`src/rtl/core/hft_pkg.sv`:
```
// Shared constants, queue entry type and FCS helpers for the HDLC frame transmitter.
package hft_pkg;

  localparam logic [7:0]  FLAG_BYTE = 8'h7E;
  localparam logic [7:0]  ESC_BYTE  = 8'h7D;
  localparam logic [7:0]  ESC_XOR   = 8'h20;
  localparam logic [15:0] FCS_POLY  = 16'h8408;
  localparam logic [15:0] FCS_INIT  = 16'hFFFF;

  localparam int unsigned HFT_QUEUE_DEPTH = 4;

  typedef struct packed {
    logic [15:0] fcs;
    logic        frame_end;
    logic        frame_start;
    logic [7:0]  data_byte;
  } hft_entry_t;

  function automatic logic [15:0] fcs_update(input logic [15:0] crc, input logic [7:0] b);
    logic [15:0] c;
    c = crc ^ {8'h00, b};
    for (int k = 0; k < 8; k++) begin
      if (c[0]) begin
        c = (c >> 1) ^ FCS_POLY;
      end else begin
        c = c >> 1;
      end
    end
    return c;
  endfunction

  function automatic logic needs_esc(input logic [7:0] b);
    return (b == FLAG_BYTE) || (b == ESC_BYTE);
  endfunction

endpackage

```
`src/rtl/core/hdlc_frame_transmitter.sv`:
```
// Top level of the HDLC frame transmitter: front end, entry queue and byte sequencer.
//
//   channel  | dir | tdata          | tlast        | tuser
//   s_axis   | in  | data_byte[7:0] | frame_end    | frame_start
//   m_axis   | out | line_byte[7:0] | last_of_run  | -
//
// One line byte leaves per cycle while the output is not stalled; an input beat yields
// 1 to 8 line bytes: 1 for a plain content byte with no marks, 2 for an escaped one,
// 8 at most. The byte sequencer sets the rate.
// The front end takes a beat each cycle while the queue has room; queue depth is Depth.
// Reset clears the FCS to all ones, empties the queue and drops any pending output beat.
// An output stall holds the beat; the front end keeps accepting until the queue fills.
module hdlc_frame_transmitter #(
  parameter int unsigned Depth = hft_pkg::HFT_QUEUE_DEPTH
) (
  input  logic       clk_i,
  input  logic       rst_ni,
  input  logic       s_axis_tvalid_i,
  output logic       s_axis_tready_o,
  input  logic [7:0] s_axis_tdata_i,  // [7:0] data_byte
  input  logic       s_axis_tlast_i,
  input  logic       s_axis_tuser_i,  // [0] frame_start
  output logic       m_axis_tvalid_o,
  input  logic       m_axis_tready_i,
  output logic [7:0] m_axis_tdata_o,  // [7:0] line_byte
  output logic       m_axis_tlast_o
);
  import hft_pkg::*;

  logic       push;
  hft_entry_t push_entry;
  logic       q_full;
  logic       pop;
  logic       q_valid;
  hft_entry_t head;

  hft_front u_front (
    .clk_i         (clk_i),
    .rst_ni        (rst_ni),
    .in_valid_i    (s_axis_tvalid_i),
    .in_ready_o    (s_axis_tready_o),
    .data_byte_i   (s_axis_tdata_i),
    .frame_start_i (s_axis_tuser_i),
    .frame_end_i   (s_axis_tlast_i),
    .q_full_i      (q_full),
    .push_o        (push),
    .push_entry_o  (push_entry)
  );

  hft_queue #(
    .Depth (Depth)
  ) u_queue (
    .clk_i        (clk_i),
    .rst_ni       (rst_ni),
    .push_i       (push),
    .push_entry_i (push_entry),
    .full_o       (q_full),
    .pop_i        (pop),
    .valid_o      (q_valid),
    .head_o       (head)
  );

  hft_back u_back (
    .clk_i         (clk_i),
    .rst_ni        (rst_ni),
    .q_valid_i     (q_valid),
    .head_i        (head),
    .pop_o         (pop),
    .out_valid_o   (m_axis_tvalid_o),
    .out_ready_i   (m_axis_tready_i),
    .line_byte_o   (m_axis_tdata_o),
    .last_of_run_o (m_axis_tlast_o)
  );

endmodule

```
`src/rtl/core/hft_front.sv`:
```
// Front end: accept content bytes, run the FCS and build queue entries.
module hft_front (
  input  logic              clk_i,
  input  logic              rst_ni,
  input  logic              in_valid_i,
  output logic              in_ready_o,
  input  logic [7:0]        data_byte_i,
  input  logic              frame_start_i,
  input  logic              frame_end_i,
  input  logic              q_full_i,
  output logic              push_o,
  output hft_pkg::hft_entry_t push_entry_o
);
  import hft_pkg::*;

  logic [15:0] fcs_q, fcs_d;
  logic [15:0] fcs_new;

  assign in_ready_o = !q_full_i;
  assign push_o     = in_valid_i && !q_full_i;

  always_comb begin
    fcs_new = fcs_update(frame_start_i ? FCS_INIT : fcs_q, data_byte_i);
    fcs_d   = fcs_q;
    if (push_o) begin
      fcs_d = frame_end_i ? ~fcs_new : fcs_new;
    end
    push_entry_o.data_byte   = data_byte_i;
    push_entry_o.frame_start = frame_start_i;
    push_entry_o.frame_end   = frame_end_i;
    push_entry_o.fcs         = ~fcs_new;
  end

  always_ff @(posedge clk_i or negedge rst_ni) begin
    if (!rst_ni) begin
      fcs_q <= FCS_INIT;
    end else begin
      fcs_q <= fcs_d;
    end
  end

endmodule

```
`src/rtl/core/hft_queue.sv`:
```
// Short entry queue between the front end and the byte sequencer.
module hft_queue #(
  parameter int unsigned Depth = hft_pkg::HFT_QUEUE_DEPTH
) (
  input  logic                clk_i,
  input  logic                rst_ni,
  input  logic                push_i,
  input  hft_pkg::hft_entry_t push_entry_i,
  output logic                full_o,
  input  logic                pop_i,
  output logic                valid_o,
  output hft_pkg::hft_entry_t head_o
);
  import hft_pkg::*;

  localparam int unsigned PtrW = (Depth > 1) ? $clog2(Depth) : 1;
  localparam int unsigned CntW = $clog2(Depth + 1);
  localparam logic [PtrW-1:0] LastPtr = PtrW'(Depth - 1);
  localparam logic [CntW-1:0] FullCnt = CntW'(Depth);

  hft_entry_t            mem_q [Depth];
  logic [PtrW-1:0]       wr_ptr_q, wr_ptr_d;
  logic [PtrW-1:0]       rd_ptr_q, rd_ptr_d;
  logic [CntW-1:0]       cnt_q, cnt_d;

  assign full_o  = (cnt_q == FullCnt);
  assign valid_o = (cnt_q != '0);
  assign head_o  = mem_q[rd_ptr_q];

  always_comb begin
    wr_ptr_d = wr_ptr_q;
    rd_ptr_d = rd_ptr_q;
    cnt_d    = cnt_q;
    if (push_i) begin
      wr_ptr_d = (wr_ptr_q == LastPtr) ? '0 : wr_ptr_q + 1'b1;
    end
    if (pop_i) begin
      rd_ptr_d = (rd_ptr_q == LastPtr) ? '0 : rd_ptr_q + 1'b1;
    end
    if (push_i && !pop_i) begin
      cnt_d = cnt_q + 1'b1;
    end else if (pop_i && !push_i) begin
      cnt_d = cnt_q - 1'b1;
    end
  end

  always_ff @(posedge clk_i or negedge rst_ni) begin
    if (!rst_ni) begin
      wr_ptr_q <= '0;
      rd_ptr_q <= '0;
      cnt_q    <= '0;
    end else begin
      wr_ptr_q <= wr_ptr_d;
      rd_ptr_q <= rd_ptr_d;
      cnt_q    <= cnt_d;
    end
  end

  always_ff @(posedge clk_i) begin
    if (push_i) begin
      mem_q[wr_ptr_q] <= push_entry_i;
    end
  end

endmodule

```
`src/rtl/core/hft_back.sv`:
```
// Back end: expand each queue entry into stuffed line bytes behind an output register.
module hft_back (
  input  logic                clk_i,
  input  logic                rst_ni,
  input  logic                q_valid_i,
  input  hft_pkg::hft_entry_t head_i,
  output logic                pop_o,
  output logic                out_valid_o,
  input  logic                out_ready_i,
  output logic [7:0]          line_byte_o,
  output logic                last_of_run_o
);
  import hft_pkg::*;

  localparam logic [2:0] S_OPEN  = 3'd0;
  localparam logic [2:0] S_DESC  = 3'd1;
  localparam logic [2:0] S_DATA  = 3'd2;
  localparam logic [2:0] S_LESC  = 3'd3;
  localparam logic [2:0] S_LOW   = 3'd4;
  localparam logic [2:0] S_HESC  = 3'd5;
  localparam logic [2:0] S_HIGH  = 3'd6;
  localparam logic [2:0] S_CLOSE = 3'd7;

  logic       first_q, first_d;
  logic [2:0] step_q, step_d;
  logic       valid_q, valid_d;
  logic [7:0] byte_q, byte_d;
  logic       last_q, last_d;

  logic [7:0] app;
  logic [7:0] after;
  logic [2:0] first_step;
  logic [2:0] cur;
  logic [2:0] next_step;
  logic       is_last;
  logic       load;
  logic       emit;
  logic       esc_data, esc_low, esc_high;
  logic [7:0] line_byte;

  assign esc_data = needs_esc(head_i.data_byte);
  assign esc_low  = needs_esc(head_i.fcs[7:0]);
  assign esc_high = needs_esc(head_i.fcs[15:8]);

  always_comb begin
    app[S_OPEN]  = head_i.frame_start;
    app[S_DESC]  = esc_data;
    app[S_DATA]  = 1'b1;
    app[S_LESC]  = head_i.frame_end && esc_low;
    app[S_LOW]   = head_i.frame_end;
    app[S_HESC]  = head_i.frame_end && esc_high;
    app[S_HIGH]  = head_i.frame_end;
    app[S_CLOSE] = head_i.frame_end;
  end

  always_comb begin
    logic found;
    found      = 1'b0;
    first_step = S_DATA;
    for (int i = 0; i < 8; i++) begin
      if (app[i] && !found) begin
        first_step = 3'(i);
        found      = 1'b1;
      end
    end
  end

  assign cur = first_q ? first_step : step_q;

  always_comb begin
    logic found;
    found     = 1'b0;
    next_step = S_CLOSE;
    for (int i = 0; i < 8; i++) begin
      after[i] = app[i] && (3'(i) > cur);
    end
    for (int i = 0; i < 8; i++) begin
      if (after[i] && !found) begin
        next_step = 3'(i);
        found     = 1'b1;
      end
    end
    is_last = !found;
  end

  always_comb begin
    case (cur)
      S_OPEN:  line_byte = FLAG_BYTE;
      S_DESC:  line_byte = ESC_BYTE;
      S_DATA:  line_byte = head_i.data_byte ^ (esc_data ? ESC_XOR : 8'h00);
      S_LESC:  line_byte = ESC_BYTE;
      S_LOW:   line_byte = head_i.fcs[7:0] ^ (esc_low ? ESC_XOR : 8'h00);
      S_HESC:  line_byte = ESC_BYTE;
      S_HIGH:  line_byte = head_i.fcs[15:8] ^ (esc_high ? ESC_XOR : 8'h00);
      S_CLOSE: line_byte = FLAG_BYTE;
      default: line_byte = FLAG_BYTE;
    endcase
  end

  assign load  = !valid_q || out_ready_i;
  assign emit  = load && q_valid_i;
  assign pop_o = emit && is_last;

  always_comb begin
    first_d = first_q;
    step_d  = step_q;
    valid_d = valid_q;
    byte_d  = byte_q;
    last_d  = last_q;
    if (load) begin
      valid_d = q_valid_i;
    end
    if (emit) begin
      byte_d  = line_byte;
      last_d  = is_last;
      first_d = is_last;
      step_d  = next_step;
    end
  end

  always_ff @(posedge clk_i or negedge rst_ni) begin
    if (!rst_ni) begin
      first_q <= 1'b1;
      step_q  <= S_OPEN;
      valid_q <= 1'b0;
    end else begin
      first_q <= first_d;
      step_q  <= step_d;
      valid_q <= valid_d;
    end
  end

  always_ff @(posedge clk_i) begin
    byte_q <= byte_d;
    last_q <= last_d;
  end

  assign out_valid_o   = valid_q;
  assign line_byte_o   = byte_q;
  assign last_of_run_o = last_q;

endmodule

```
`config.mk`:
```
export PLATFORM = sky130hd
export DESIGN_NAME = hdlc_frame_transmitter
export DESIGN_NICKNAME = d
export VERILOG_FILES = /design/src/rtl/core/hft_pkg.sv /design/src/rtl/core/hdlc_frame_transmitter.sv /design/src/rtl/core/hft_front.sv /design/src/rtl/core/hft_queue.sv /design/src/rtl/core/hft_back.sv
export SDC_FILE = /design/constraint.sdc
export NUM_CORES = 1
export LEC_CHECK = 0
export BUFFER_PORTS_ARGS = -buffer_cell sky130_fd_sc_hd__buf_2
export CAP_MARGIN = 25
export CORE_UTILIZATION = 43
export CTS_CLUSTER_DIAMETER = 50
export DETAILED_ROUTE_END_ITERATION = 8
export GPL_ROUTABILITY_DRIVEN = 0
export GPL_TIMING_DRIVEN = 1
export HOLD_SLACK_MARGIN = 0.08
export PLACE_DENSITY = 0.58
export REMOVE_ABC_BUFFERS = 1
export SLEW_MARGIN = 25
export SYNTH_ARGS = -nofsm -noshare
export SYNTH_HDL_FRONTEND = slang
export SYNTH_HIERARCHICAL = 1
export SYNTH_SLANG_ARGS = --single-unit
```
`constraint.sdc`:
```
create_clock -name clk_i -period 3.3 [get_ports clk_i]
set_input_delay 0.165 -clock clk_i [delete_from_list [all_inputs] [get_ports clk_i]]
set_output_delay 0.165 -clock clk_i [all_outputs]
set_load 0.02 [all_outputs]
```
=== Word-level counts from Yosys, hierarchy flattened ===
Memory sizes are Yosys's and may differ from the RTL's.
Cells that the tools add are included.

* Flip-flop bits (word level): 37
* Output and inout bits: 11
* Memories kept: 1
* Bits in writable memories: 104

{| class="wikitable"
|+ Memories
! memory !! words !! width !! read ports !! clocked after memory_dff !! wr ports !! RTL line !! source
|-
| u_queue.mem_q || 4 || 26 || 1 || 0 || 1 || hft_queue.sv:21 || <nowiki>hft_entry_t mem_q [Depth];</nowiki>
|}

* Multiplexer cells: 42
* Reduce and logical (&&, ||, !) cells: 44
* Order comparisons: 8
* $add $sub $neg: 4
* Eq/ne operators: 16
* Bitwise logic cells: 13

{| class="wikitable"
|+ Operator list
! kind !! number
|-
| 16-bit 2-to-1 mux || 10
|-
| 8-bit by 7-bit equality test with 1-bit output, second input constant || 6
|-
| 8-bit case mux with 5 select lines || 1
|-
| 3-bit 2-to-1 mux || 13
|-
| 2-bit inverter with 3-bit output || 8
|-
| 8-bit XOR || 3
|-
| 1-bit logical AND || 22
|-
| 6-bit 2-to-1 mux || 3
|-
| 16-bit inverter || 1
|-
| 16-bit by 8-bit XOR with 16-bit output || 1
|-
| 3-bit equality test, second input constant || 5
|-
| 1-bit logical NOT || 13
|-
| 3-bit > comparator, first input constant || 4
|-
| 1-bit 2-to-1 mux || 12
|-
| 3-bit by 2-bit equality test with 1-bit output, second input constant || 2
|-
| 1-bit by 3-bit > comparator with 1-bit output, first input constant || 2
|-
| 2-bit by 3-bit > comparator with 1-bit output, first input constant || 2
|-
| 2-bit 2-to-1 mux || 3
|-
| 2-bit by 1-bit adder with 2-bit output, second input constant || 2
|-
| 2-bit equality test, second input constant || 2
|-
| 1-bit logical OR || 4
|-
| 3-bit by 1-bit adder with 3-bit output, second input constant || 1
|-
| 3-bit by 1-bit equality test with 1-bit output, second input constant || 1
|-
| 3-bit logical NOT || 1
|-
| 5 further kinds || 5
|}

=== Depth between registers and ports, before layout ===
An unclocked memory read counts as a cell.

* Depth after elaboration: 36
* Mapped depth: 14
* Gate-level depth less buffers: 12

=== Modules after synthesis ===
The synthesis kept the hierarchy.

{| class="wikitable"
|+ Modules (own cells, without submodules)
! module !! area an instance (µm²) !! cells each !! times used
|-
| hft_queue || 4,219.0 || 173 || 1
|-
| hft_front || 1,457.6 || 156 || 1
|-
| hft_back || 1,011.0 || 107 || 1
|}

=== Worst setup path after synthesis ===
Ideal clock, no wire load.

* Path type: reg-to-reg
* Start: reg u_queue.rd_ptr_q[0]
* End: reg u_queue.cnt_q[1]
* Setup slack: 213 ps
* Setup time: 125 ps
* Stages on the path, launching flop included: 13
* Arrival time: 2,962 ps
* Buffers on the path: 2
* Cells stage by stage: dfrtp_1 -> buf_6 -> buf_12 -> mux4_2 -> and4b_1 -> a41o_1 -> o22ai_1 -> and2_1 -> inv_1 -> ha_1 -> inv_1 -> fa_1 -> mux2_2

{| class="wikitable"
|+ RTL lines
! what !! RTL line !! source
|-
| from (decl) || hft_queue.sv:23 || <nowiki>logic [PtrW-1:0] rd_ptr_q, rd_ptr_d;</nowiki>
|-
| from (signal assigned) || hft_queue.sv:54 || <nowiki>rd_ptr_q <= rd_ptr_d;</nowiki>
|-
| to (signal assigned) || hft_queue.sv:55 || <nowiki>cnt_q <= cnt_d;</nowiki>
|-
| to (decl) || hft_queue.sv:24 || <nowiki>logic [CntW-1:0] cnt_q, cnt_d;</nowiki>
|}

==> flow_metrics.py <==
metrics = {
    "route": {
        "via_per_inst": 5.55,
        "drc": 0,
        "final_antenna_net_count": 0,
        "drtIter0Drc": 449,
        "routed_wl_mm": 13.4,
        "num_vias": 3758,
        "wl_per_cell_um": 19.7,
        "dr.pass1.iters": 7,
    },
    "power_and_ir_drop": {
        "swShare_pct": 34.2,
        "peakVddDrop_v": 0.000412,
        "cellInternalPower_w": 0.00528,
        "p_clk_share_pct": 23.0,
        "p_per_area_nw_per_um2": 1050,
        "p_switching_w": 0.00274,
        "pwr-share-comb_pct": 38.9,
        "p_leak_nw": 2.78,
        "pwr-share-seq_pct": 38.1,
    },
    "logic_synthesis": {
        "ys_seq_area_share_pct": 61.5,
        "synth_mux_area_share_pct": 10.8,
        "syn_inst": 436,
        "synthesis.area_um2": 6690,
        "synthTopCellsByCount": "edfxtp_1, nand2_1, xnor2_1, nor2_1, mux4_2",
        "synth_xor_area_share_pct": 8.57,
        "async_flop_share_pct": 19.9,
        "ys_types": 66,
        "synth_seq_cells": 141,
        "ys.flop_type": "edfxtp_1",
        "synth_warnings": 6,
        "yosys.area_share.simple_pct": 7.56,
        "synth_largest_area_cell": "edfxtp_1",
        "yosys-top-cells-area": "edfxtp_1, dfstp_2, mux4_2, dfrtp_1, xnor2_1",
        "synth_edf_count": 113,
        "synth_fa_ha_area_share_pct": 1.42,
        "yosysMostFrequentCell": "edfxtp_1",
        "synth_top_family_by_area": "multiplexers",
        "synth_compound_area_share_pct": 6.29,
        "synth_top_area_share_pct": 50.7,
        "synth.avg_cell_area_um2": 15.3,
    },
    "cts": {
        "clkLatencyLatePin_ns": 0.42,
        "post_cts_buffers": 0,
        "clock-root-buffer": "clkbuf_16",
        "clkTransAtPathRegs_ns": 0.06,
        "clockBufferDepth": 2,
        "htreeDepth": 4,
        "cts_made_buffers": 17,
        "cts_tree": "yes",
        "cts.sinks": 141,
    },
    "finish": {
        "fin_cells": 677,
        "diodes": 0,
        "drive_gt1_share_pct": 25.8,
        "final_nets": 497,
        "area_growth_syn_to_layout_pct": 14.1,
    },
    "status": {
        "status": "finished, final reports clean",
    },
    "sta": {
        "worst_pin_slew_ns": 0.755,
        "setup_viol": 0,
        "period_share_pct": 93.4,
        "finalHoldViolCount": 0,
        "fin_crit_ns": 3.08,
        "timing.fmax_ghz": 0.324,
        "maxSlewHeadroom_pct": 49.7,
        "finalClockSkew_ns": 0.00545,
        "drv_slew": 0,
        "grt_setup_unrepaired": "false",
        "hold_slack_ns": 0.106,
    },
    "job": {
        "cap_viol_max_count": 0,
    },
    "setup_path": {
        "cp_max_fo": 5,
        "rr_endpoint": "u_queue/cnt_q[1]",
        "reg2regPathDepth": 11,
        "r2r-start": "u_queue/rd_ptr_q[0]",
        "end_kind": "register",
        "crit_type": "reg -> reg",
        "start_kind": "register",
        "cp.arrival_ns": 3.39,
        "r2r_setup_slack_ns": 0.22,
        "cp.required_ns": 3.61,
    },
    "floorplan": {
        "ios": 25,
        "initial_core_util_pct": 44.0,
        "die_w_um": 127,
        "core_region_area_um2": 15200,
        "row_count": 45,
        "die_y_um": 127,
        "die_area_um2": 16100,
    },
    "placed_design": {
        "dp_hpwl_mm": 9.21,
        "placedCellCount": 638,
        "portBuffers": 24,
    },
    "global_route": {
        "track_usage_pct": 18.5,
        "overflow": 0,
        "antenna_found_initial": 0,
        "grt_pass1_wl_mm": 21.8,
        "grt_max_degree": 29,
        "grt_pass1_vias": 3944,
    },
    "hold_path": {
        "hold_path_end": "u_queue/mem_q[3][0]",
        "hold_class": "in -> reg",
        "holdPathStages": 1,
        "hold_start": "s_axis_tdata_i[0]",
    },
}
## cell families after synthesis
group,Yosys count
AO/OA/AOI/OAI,61
multiplexers,36
adder cells (fa/ha/maj),7
XOR/XNOR,50
buffers and inverters,42
flip-flops,141
AND/OR/NAND/NOR,99
## critical path, stage by stage, from the launching register on
cell and delay (ns):
dfrtp_1 0.39, buf_4 0.17, mux4_2 0.54, xor2_1 0.20, a41o_1 0.26, o22ai_1 0.19
and2_1 0.23, inv_1 0.06, ha_1 0.19, inv_1 0.07, fa_1 0.40, mux2_2 0.26
## layer usage
layer / share of wire, % / vias to the layer above / routed length [um] / GRT usage, %
met1: 45 / 1899 / 6040 / 24.2
li1: - / 1726 / - / -
met5: 0 / - / 0 / 0
met4: 1.6 / 0 / 218 / 7.84
met3: 4.3 / 20 / 580 / 3.75
met2: 49 / 113 / 6530 / 30.3
## power groups by stage
stage	registers, W	logic (W)	clock network, W
floorplan	0.00322	0.00198	0
global placement	0.00308	0.00307	0
detailed placement	0.00309	0.00312	0
CTS	0.00306	0.00313	0.00188
global route	0.00312	0.00339	0.00194
finish	0.00305	0.00312	0.00184
## registers in the layout (all words and copies together) (netlist names)
register / count
u_queue/mem_q: 104
u_front/fcs_q: 16
u_back/line_byte_o: 8
u_back/step_q: 3
u_queue/cnt_q: 3
u_queue/rd_ptr_q: 2
u_queue/wr_ptr_q: 2
u_back/first_q: 1
u_back/last_of_run_o: 1
u_back/out_valid_o: 1
## metrics by stage
step           setup TNS (ns)  setup WS, ns  area, um^2  power [W]  utilization (%)
3_5_place_dp                0         0.202        6990    0.00621             46.0
2_1_floorplan          -0.797        -0.414        6480    0.00520                -
6_report                    0         0.217        7630    0.00801             50.2
5_1_grt                     0        0.0544        7630    0.00846             50.2
4_1_cts                     0         0.203        7630    0.00807             50.2
3_3_place_gp                0         0.249        6990    0.00614             46.0
## cell type report
cell class | count | area (um^2)
clock inverters | 14 | 143
well taps | 188 | 235
flip-flops and latches | 141 | 4120
repair buffers | 49 | 338
multi-input cells | 253 | 2320
clock buffers | 18 | 429
inverters | 14 | 52.6
fillers | 1307 | 7570
## worst max-delay path by stage
stage | startpoint | endpoint | depth (start not counted)
floorplan | u_queue/rd_ptr_q[0] | u_queue/cnt_q[1] | 10
global placement | u_queue/rd_ptr_q[0] | u_queue/cnt_q[1] | 11
detailed placement | u_queue/rd_ptr_q[0] | u_queue/cnt_q[1] | 11
CTS | u_queue/rd_ptr_q[0] | u_queue/cnt_q[1] | 11
global route | u_queue/rd_ptr_q[0] | u_queue/cnt_q[1] | 11
finish | u_queue/rd_ptr_q[0] | u_queue/cnt_q[1] | 11
## placed cells by master (no fill, tap or decap), types with 4 or more instances in the layout
cell type        n
buf_2           24
mux2_2           6
nand3_1          9
xnor2_1         28
dlygate4sd3_1    7
dfrtp_1         11
and2_1           8
clkbuf_16       17
nor2_1          25
nand4_1          5
nand2b_1         6
edfxtp_1       113
mux4_1           8
mux4_2          18
mux2i_1          4
ha_1             6
clkinvlp_4       5
o22ai_1          4
buf_4           17
inv_1           13
dfstp_2         17
nand2_1         30
xor2_1          14
a31oi_1          4
a21oi_1         10
o21ai_0         15
## timing repair
action,4_1_cts,5_1_grt
gates resized for setup,0,0
hold buffers,7,0
hold endpoints to repair,32,0
Note: power is estimated with default switching activity, not from simulation.
